<file path="src/rtl/core/ipacl_pkg.sv">
// Shared widths, status codes and the prefix mask function for the IPv4 ACL block.
package ipacl_pkg;

	localparam int ADDR_W       = 32;
	localparam int LEN_W        = 6;
	localparam int MAX_RULES_DEF = 64;
	localparam logic [LEN_W-1:0] LEN_MAX = 6'd32;

	typedef enum logic [1:0] {
		STAT_QUERY = 2'd0,
		STAT_ADDED = 2'd1,
		STAT_DUP   = 2'd2,
		STAT_FULL  = 2'd3
	} status_t;

	// Build a left-aligned mask of len ones; len is at most 32.
	function automatic logic [ADDR_W-1:0] len_mask(input logic [LEN_W-1:0] len);
		logic [LEN_W-1:0] sh;
		sh = LEN_MAX - len;
		if (len == '0) begin
			return '0;
		end
		return {ADDR_W{1'b1}} << sh;
	endfunction

endpackage

</file>
<file path="src/rtl/core/ipacl_req_if.sv">
// Request channel: command, address, prefix length and action with valid/ready.
interface ipacl_req_if;
	logic                          valid;
	logic                          ready;
	logic                          command;
	logic [ipacl_pkg::ADDR_W-1:0]  address;
	logic [ipacl_pkg::LEN_W-1:0]   prefix_len;
	logic                          allow_rule;

	modport source (output valid, command, address, prefix_len, allow_rule, input ready);
	modport sink   (input valid, command, address, prefix_len, allow_rule, output ready);
endinterface

</file>
<file path="src/rtl/core/ipacl_rsp_if.sv">
// Response channel: verdict, status and match flag with valid/ready.
interface ipacl_rsp_if;
	logic       valid;
	logic       ready;
	logic       permitted;
	logic [1:0] status;
	logic       rule_matched;

	modport source (output valid, permitted, status, rule_matched, input ready);
	modport sink   (input valid, permitted, status, rule_matched, output ready);
endinterface

</file>
<file path="src/rtl/core/ipv4_prefix_acl_first_match.sv">
// IPv4 first-match access list: a rule memory scanned by one shared compare unit.
// Steps: accept, scan the stored rules in order up to the first hit, finish once the
// response register is free. The scan does one registered rule read a cycle.
// Not ready while an item is scanned or finished; the response register lets the next request in.
// Reset (arst_n low, asynchronous) empties the table and drops any pending response;
// rule memory contents are not cleared, only entries below the rule count are read.
module ipv4_prefix_acl_first_match #(
	parameter int MAX_RULES = ipacl_pkg::MAX_RULES_DEF
) (
	input  logic        clk,
	input  logic        arst_n,
	ipacl_req_if.sink   req,
	ipacl_rsp_if.source rsp
);

	localparam int IDX_W = (MAX_RULES > 1) ? $clog2(MAX_RULES) : 1;
	localparam int CNT_W = $clog2(MAX_RULES + 1);
	localparam int ENT_W = ipacl_pkg::ADDR_W + ipacl_pkg::LEN_W + 1;
	localparam logic [CNT_W-1:0] CNT_FULL = CNT_W'(MAX_RULES);

	typedef enum logic [2:0] {
		ST_IDLE = 3'b001,
		ST_SCAN = 3'b010,
		ST_DONE = 3'b100
	} state_t;

	typedef struct packed {
		logic [ipacl_pkg::ADDR_W-1:0] prefix;
		logic [ipacl_pkg::LEN_W-1:0]  len;
		logic                         allows;
	} rule_t;

	state_t                        state_q;
	logic [CNT_W-1:0]              count_q;
	logic [CNT_W-1:0]              idx_q;
	logic                          chk_vld_q;
	logic                          found_q;
	logic                          hit_allow_q;
	logic                          cmd_q;
	logic [ipacl_pkg::ADDR_W-1:0]  addr_q;
	logic [ipacl_pkg::ADDR_W-1:0]  pfx_q;
	logic [ipacl_pkg::LEN_W-1:0]   len_q;
	logic                          allow_q;

	logic                          ovalid_q;
	logic                          permitted_q;
	logic [1:0]                    status_q;
	logic                          matched_q;

	rule_t                         mem_q [MAX_RULES];
	rule_t                         rd_q;

	logic                          accept;
	logic                          issue;
	logic                          hit;
	logic                          out_free;
	logic                          mem_we;
	logic [ipacl_pkg::LEN_W-1:0]   len_sat;
	logic [ipacl_pkg::ADDR_W-1:0]  cmp_lhs;
	ipacl_pkg::status_t            add_status;

	assign req.ready = (state_q == ST_IDLE);
	assign accept    = req.valid && req.ready;
	assign out_free  = !ovalid_q || rsp.ready;
	assign issue     = (state_q == ST_SCAN) && (idx_q < count_q);

	// Saturate the incoming prefix length at 32
	assign len_sat = (req.prefix_len > ipacl_pkg::LEN_MAX) ? ipacl_pkg::LEN_MAX : req.prefix_len;

	// Shared compare: query masks the address by the rule length, add matches prefix and length
	always_comb begin
		if (cmd_q) begin
			cmp_lhs = addr_q & ipacl_pkg::len_mask(rd_q.len);
			hit     = chk_vld_q && (cmp_lhs == rd_q.prefix);
		end else begin
			cmp_lhs = pfx_q;
			hit     = chk_vld_q && (cmp_lhs == rd_q.prefix) && (rd_q.len == len_q);
		end
	end

	// Decide the add outcome once the scan is over
	always_comb begin
		if (found_q) begin
			add_status = ipacl_pkg::STAT_DUP;
		end else if (count_q == CNT_FULL) begin
			add_status = ipacl_pkg::STAT_FULL;
		end else begin
			add_status = ipacl_pkg::STAT_ADDED;
		end
	end

	assign mem_we = (state_q == ST_DONE) && out_free && !cmd_q
		&& (add_status == ipacl_pkg::STAT_ADDED);

	// Rule memory: one write port, one registered read port
	always_ff @(posedge clk) begin
		if (mem_we) begin
			mem_q[count_q[IDX_W-1:0]] <= '{prefix: pfx_q, len: len_q, allows: allow_q};
		end
		rd_q <= mem_q[idx_q[IDX_W-1:0]];
	end

	// Latch the request payload
	always_ff @(posedge clk) begin
		if (accept) begin
			cmd_q   <= req.command;
			addr_q  <= req.address;
			pfx_q   <= req.address & ipacl_pkg::len_mask(len_sat);
			len_q   <= len_sat;
			allow_q <= req.allow_rule;
		end
	end

	// Sequencer: accept, scan rules one per cycle, finish into the response register
	always_ff @(posedge clk or negedge arst_n) begin
		if (!arst_n) begin
			state_q     <= ST_IDLE;
			count_q     <= '0;
			idx_q       <= '0;
			chk_vld_q   <= 1'b0;
			found_q     <= 1'b0;
			hit_allow_q <= 1'b0;
			ovalid_q    <= 1'b0;
			permitted_q <= 1'b0;
			status_q    <= '0;
			matched_q   <= 1'b0;
		end else begin
			if (ovalid_q && rsp.ready && !(state_q == ST_DONE && out_free)) begin
				ovalid_q <= 1'b0;
			end
			unique case (state_q)
				ST_IDLE: begin
					if (accept) begin
						idx_q     <= '0;
						chk_vld_q <= 1'b0;
						found_q   <= 1'b0;
						state_q   <= ST_SCAN;
					end
				end
				ST_SCAN: begin
					chk_vld_q <= issue;
					if (issue) begin
						idx_q <= idx_q + 1'b1;
					end
					if (hit) begin
						found_q     <= 1'b1;
						hit_allow_q <= rd_q.allows;
						state_q     <= ST_DONE;
					end else if (!issue) begin
						state_q <= ST_DONE;
					end
				end
				ST_DONE: begin
					if (out_free) begin
						ovalid_q <= 1'b1;
						if (cmd_q) begin
							permitted_q <= found_q ? hit_allow_q : 1'b1;
							status_q    <= ipacl_pkg::STAT_QUERY;
							matched_q   <= found_q;
						end else begin
							permitted_q <= 1'b0;
							status_q    <= add_status;
							matched_q   <= 1'b0;
							if (add_status == ipacl_pkg::STAT_ADDED) begin
								count_q <= count_q + 1'b1;
							end
						end
						state_q <= ST_IDLE;
					end
				end
				default: begin
					state_q <= ST_IDLE;
				end
			endcase
		end
	end

	assign rsp.valid        = ovalid_q;
	assign rsp.permitted    = permitted_q;
	assign rsp.status       = status_q;
	assign rsp.rule_matched = matched_q;

endmodule
</file>
<file path="src/flat_wrapper.sv">
// flat-port wrapper written by rule: the top's interface ports become plain ports
module ipv4_prefix_acl_first_match_flat 
#(
	parameter int MAX_RULES = ipacl_pkg::MAX_RULES_DEF
)
  (clk, arst_n, req_valid, req_command, req_address, req_prefix_len, req_allow_rule, req_ready, rsp_valid, rsp_permitted, rsp_status, rsp_rule_matched, rsp_ready);
  ipacl_req_if req_i ();
  ipacl_rsp_if rsp_i ();
  input  logic clk;
  input  logic arst_n;
  input wire logic [$bits(req_i.valid)-1:0] req_valid;
  input wire logic [$bits(req_i.command)-1:0] req_command;
  input wire logic [$bits(req_i.address)-1:0] req_address;
  input wire logic [$bits(req_i.prefix_len)-1:0] req_prefix_len;
  input wire logic [$bits(req_i.allow_rule)-1:0] req_allow_rule;
  output wire logic [$bits(req_i.ready)-1:0] req_ready;
  output wire logic [$bits(rsp_i.valid)-1:0] rsp_valid;
  output wire logic [$bits(rsp_i.permitted)-1:0] rsp_permitted;
  output wire logic [$bits(rsp_i.status)-1:0] rsp_status;
  output wire logic [$bits(rsp_i.rule_matched)-1:0] rsp_rule_matched;
  input wire logic [$bits(rsp_i.ready)-1:0] rsp_ready;
  assign req_i.valid = req_valid;
  assign req_i.command = req_command;
  assign req_i.address = req_address;
  assign req_i.prefix_len = req_prefix_len;
  assign req_i.allow_rule = req_allow_rule;
  assign req_ready = req_i.ready;
  assign rsp_valid = rsp_i.valid;
  assign rsp_permitted = rsp_i.permitted;
  assign rsp_status = rsp_i.status;
  assign rsp_rule_matched = rsp_i.rule_matched;
  assign rsp_i.ready = rsp_ready;
  ipv4_prefix_acl_first_match #(.MAX_RULES(MAX_RULES)) u_core (.clk(clk), .arst_n(arst_n), .req(req_i), .rsp(rsp_i));
endmodule
</file>
<file path="config.mk">
export PLATFORM = sky130hd
export DESIGN_NAME = ipv4_prefix_acl_first_match_flat
export DESIGN_NICKNAME = d
export VERILOG_FILES = /design/src/rtl/core/ipacl_pkg.sv /design/src/rtl/core/ipacl_req_if.sv /design/src/rtl/core/ipacl_rsp_if.sv /design/src/rtl/core/ipv4_prefix_acl_first_match.sv /design/src/flat_wrapper.sv
export SDC_FILE = /design/constraint.sdc
export NUM_CORES = 2
export LEC_CHECK = 0
export ABC_CLOCK_PERIOD_IN_PS = 9300
export BUFFER_PORTS_ARGS = -buffer_cell sky130_fd_sc_hd__buf_2
export CORE_ASPECT_RATIO = 1.25
export CORE_MARGIN = 2
export CORE_UTILIZATION = 45
export DETAILED_ROUTE_END_ITERATION = 16
export PLACE_DENSITY = 0.63
export SYNTH_ARGS = -nofsm -noshare
export SYNTH_HDL_FRONTEND = slang
export SYNTH_SLANG_ARGS = --single-unit
</file>
<file path="constraint.sdc">
create_clock -name clk -period 9.3 [get_ports clk]
set_input_delay 0.93 -clock clk [delete_from_list [all_inputs] [get_ports clk]]
set_output_delay 0.93 -clock clk [all_outputs]
set_load 0.02 [all_outputs]
</file>
==> flow_metrics.env <==
export IMPL_worstSetupEndpointType="flip-flop"
export IMPL_postSynthRegisterBits=2632
export IMPL_area_growth_syn_to_layout_pct=12.20
export IMPL_max_clock_freq_mhz=209.7
export IMPL_globalRouteTotalUtil=0.2124
export IMPL_globalplace_congestion=0.9014
export IMPL_post_place_ws_ns=4.465
export IMPL_layout_worst_path_cycle_share=0.5128
export IMPL_synth_edff_count=2568
export IMPL_h_tree_depth=4
export IMPL_ant_nets=0
export IMPL_port_buffers=49
export IMPL_synth_area_leaders="sky130_fd_sc_hd__edfxtp_1 76%, sky130_fd_sc_hd__mux4_2 18%, sky130_fd_sc_hd__dfxtp_1 0.77%, sky130_fd_sc_hd__dfrtp_1 0.59%, sky130_fd_sc_hd__clkbuf_1 0.51%"
export IMPL_proportion_of_layout_cells_with_a_drive_suffix_above_1=0.3108
export IMPL_finalSetupViolCount=0
export IMPL_fp_dieArea_um2=228800
export IMPL_ir_drop_mv=0.3807
export IMPL_cts_hold_buf=0
export IMPL_max_cap_violations=0
export IMPL_route_detailed_vias_per_inst=6.080
export IMPL_clock_latency_ns=0.92
export IMPL_category_of_the_critical_setup_timing_path="flip-flop to flip-flop"
export IMPL_global_route_usage_met3=0.02826
export IMPL_worstPathCellList="clkinv_1 -> nand3_1 -> o31ai_1 -> nor4_1 -> nand3_1 -> nor2_4 -> buf_4"
export IMPL_die_x_extent_um=428.3
export IMPL_post_dp_hpwl_um=135700
export IMPL_initial_detailed_routing_violation_count=4779
export IMPL_routed_wire_per_std_cell_um=32.31
export IMPL_layoutNonFillerInstCount=7575
export IMPL_final_setup_worst_slack_ns=4.531
export IMPL_cts_post_setup_buffers_inserted=0
export IMPL_grt_setup_unrepaired="false"
export IMPL_cpPeakStageDelay_ns=0.87
export IMPL_type_of_origin_of_the_critical_path="flip-flop"
export IMPL_ys_seq_area_frac=0.7756
export IMPL_worstPathMaxFanout=21
export IMPL_post_route_drc_count=0
export IMPL_num_vias=46060
export IMPL_initial_antenna_violation_count=16
export IMPL_run_status="finished, final reports clean"
export IMPL_crit_required_ns=9.82
export IMPL_tritoncts="done"
export IMPL_clock_skew_ns=0.08591
export IMPL_number_of_inserted_filler_cells_in_the_final_layout=17170
export IMPL_numPlacedInstances=7141
export IMPL_clkSlewWorstSetupHoldPaths_ns=0.07
export IMPL_top_usage_layer="met2"
export IMPL_worstPathArrival_ns=5.29
export IMPL_firstDrtPassIters=5
export IMPL_ys_types=87
export IMPL_cts_repair_resized=0
export IMPL_final_hold_viol_count=0
export IMPL_globalRouteMet2Util=0.3627
export IMPL_min_delay_path_class="primary input to async pin"
export IMPL_ys_flop_type="sky130_fd_sc_hd__edfxtp_1"
export IMPL_synthesis_yosys_warnings=0
export IMPL_groute_layer_met1_usage=0.2893
export IMPL_cpMaxStageDelayCell="sky130_fd_sc_hd__nand3_1"
export IMPL_power_density_nw_per_um2=265.4
export IMPL_synthesis_area_per_instance_um2=23.99
export IMPL_maximum_number_of_pins_on_one_net_before_global_route_repair=143
export IMPL_yosys_area_top_type_share=0.7617
export IMPL_numCtsBuffers=239
export IMPL_timing_critical_path_max_delay_family="simple AND/OR/NAND/NOR gates"
export IMPL_yosys_top_cell_by_area="sky130_fd_sc_hd__edfxtp_1"
export IMPL_synthesis_nets=4282
export IMPL_netlist_instances=4221
export IMPL_final_nets=4503
export IMPL_routed_wirelength_um=244800
export IMPL_worst_slew_margin_rel=0.2881
export IMPL_number_of_global_route_vias_before_repair=47000
export IMPL_wp_buf_inv=2
export IMPL_die_h_um=534.3
export IMPL_slew_violations=0
export IMPL_grt_overflow_total=0
export IMPL_postSynth_asyncResetShare=0.009498
export IMPL_worst_slew_pin_slew_ns=1.068
export IMPL_grt_pass1_wl_um=347900
export IMPL_max_clock_path_buffers=4
export IMPL_clock_sink_count=2632
export IMPL_leakage_nw=34.18
export IMPL_initial_core_util=0.4529
export IMPL_finalCoreUtilization=0.5081
export IMPL_finalCriticalPeriod_ns=4.769
export IMPL_synthesis_area_um2=101200
export IMPL_placementRows=194
export IMPL_cts_root_buffer="sky130_fd_sc_hd__clkbuf_16"
export IMPL_top_level_ports=50
export IMPL_critPathMostFrequentCell="sky130_fd_sc_hd__nand3_1"
export IMPL_core_um2=223600
export IMPL_tns_ns=0
==> synth_stat cells, types with 6 or more instances <==
cell type and n:
sky130_fd_sc_hd__nand4_1 13, sky130_fd_sc_hd__o31ai_1 7, sky130_fd_sc_hd__mux4_2 819, sky130_fd_sc_hd__dfxtp_1 39, sky130_fd_sc_hd__nor3_1 15, sky130_fd_sc_hd__nor2_1 97, sky130_fd_sc_hd__clkbuf_1 137, sky130_fd_sc_hd__xnor2_1 17
sky130_fd_sc_hd__xor2_1 47, sky130_fd_sc_hd__o21ai_0 49, sky130_fd_sc_hd__nor2b_1 10, sky130_fd_sc_hd__nand2_1 57, sky130_fd_sc_hd__dfrtp_1 24, sky130_fd_sc_hd__inv_1 25, sky130_fd_sc_hd__a21oi_1 19, sky130_fd_sc_hd__nor4_1 13
sky130_fd_sc_hd__edfxtp_1 2568, sky130_fd_sc_hd__or3_1 6, sky130_fd_sc_hd__and2_1 6, sky130_fd_sc_hd__buf_2 11, sky130_fd_sc_hd__and3_1 18, sky130_fd_sc_hd__nand2b_1 17, sky130_fd_sc_hd__ha_1 17, sky130_fd_sc_hd__buf_1 59
sky130_fd_sc_hd__nand3_1 23
==> metal layers <==
metal | up-vias | share of wire
li1 | 18600 | -
met1 | 25240 | 0.39
met2 | 1870 | 0.51
met3 | 348 | 0.067
met4 | 0 | 0.026
met5 | - | 0
==> cell families after synthesis <==
group           after synthesis  share of synthesized area
flops                      2632                     0.7756
mux                         822                     0.1825
buf+inv                     238                   0.009145
fa+ha+maj                    17                   0.002101
compound gates              139                   0.009393
xor+xnor                     64                   0.005536
simple gates                309                    0.01576
==> through the flow <==
stage	hold slack (ns)	total power (W)	instance area [um2]
floorplan	0.4780	0.01859	101200
global placement	0.5088	0.02072	106000
detailed placement	0.5314	0.02079	106000
CTS	0.06439	0.03039	113600
global route	0.1024	0.03110	113600
finish	0.1067	0.03014	113600
==> report_power, final <==
part	total, W	internal, W	switching, W
Clock	0.00966	0.00544	0.00422
Combinational	0.00626	0.00270	0.00356
Sequential	0.0142	0.0138	0.000378
Total	0.0301	0.0220	0.00816
==> worst paths after layout <==
path                                   startpoint                  end  slack [ns]  depth (start not counted)
worst max-delay path            u_core.count_q[3]  u_core.mem_q[39][8]        4.53                          7
worst min-delay path                       arst_n    u_core.count_q[0]        0.11                          1
worst max register to register  u_core.count_q[3]  u_core.mem_q[39][8]        4.53                          7
worst min register to register   u_core.chk_vld_q     u_core.chk_vld_q        0.57                          1
max in group asynchronous                  arst_n      u_core.idx_q[0]        8.72                          1
min in group clk                  req_address[31]    u_core.addr_q[31]        0.26                          1
==> flip-flops by register name, indices dropped and copies added (netlist names), 3 cells and up <==
register / flops
u_core.addr_q: 32
u_core.count_q: 7
u_core.idx_q: 7
u_core.len_q: 6
u_core.mem_q: 2496
u_core.pfx_q: 32
u_core.rd_q: 39
u_core.state_q: 3
==> placed cells by master (no fill, tap or decap), drive strengths merged, types with 39 or more instances in the layout <==
| cell | netlist | routed |
|---|---|---|
| mux4 | 819 | 819 |
| o21ai | 51 | 51 |
| xor2 | 47 | 47 |
| clkinv | 3 | 103 |
| dfxtp | 39 | 39 |
| buf | 73 | 190 |
| nor2 | 98 | 98 |
| clkbuf | 137 | 294 |
| nand2 | 57 | 57 |
| edfxtp | 2568 | 2568 |
==> layout make-up <==
class	instances	area, um2	area share
diodes	2	5.005	0.00004406
well taps	2940	3679	0.03238
flip-flops and latches	2632	78540	0.6914
clock inverters	138	1340	0.01180
inverters	28	106.4	0.0009362
repair buffers	190	1379	0.01214
multi-input cells	1351	22280	0.1961
clock buffers	294	6267	0.05517
Note: power is estimated with default switching activity, not from simulation.
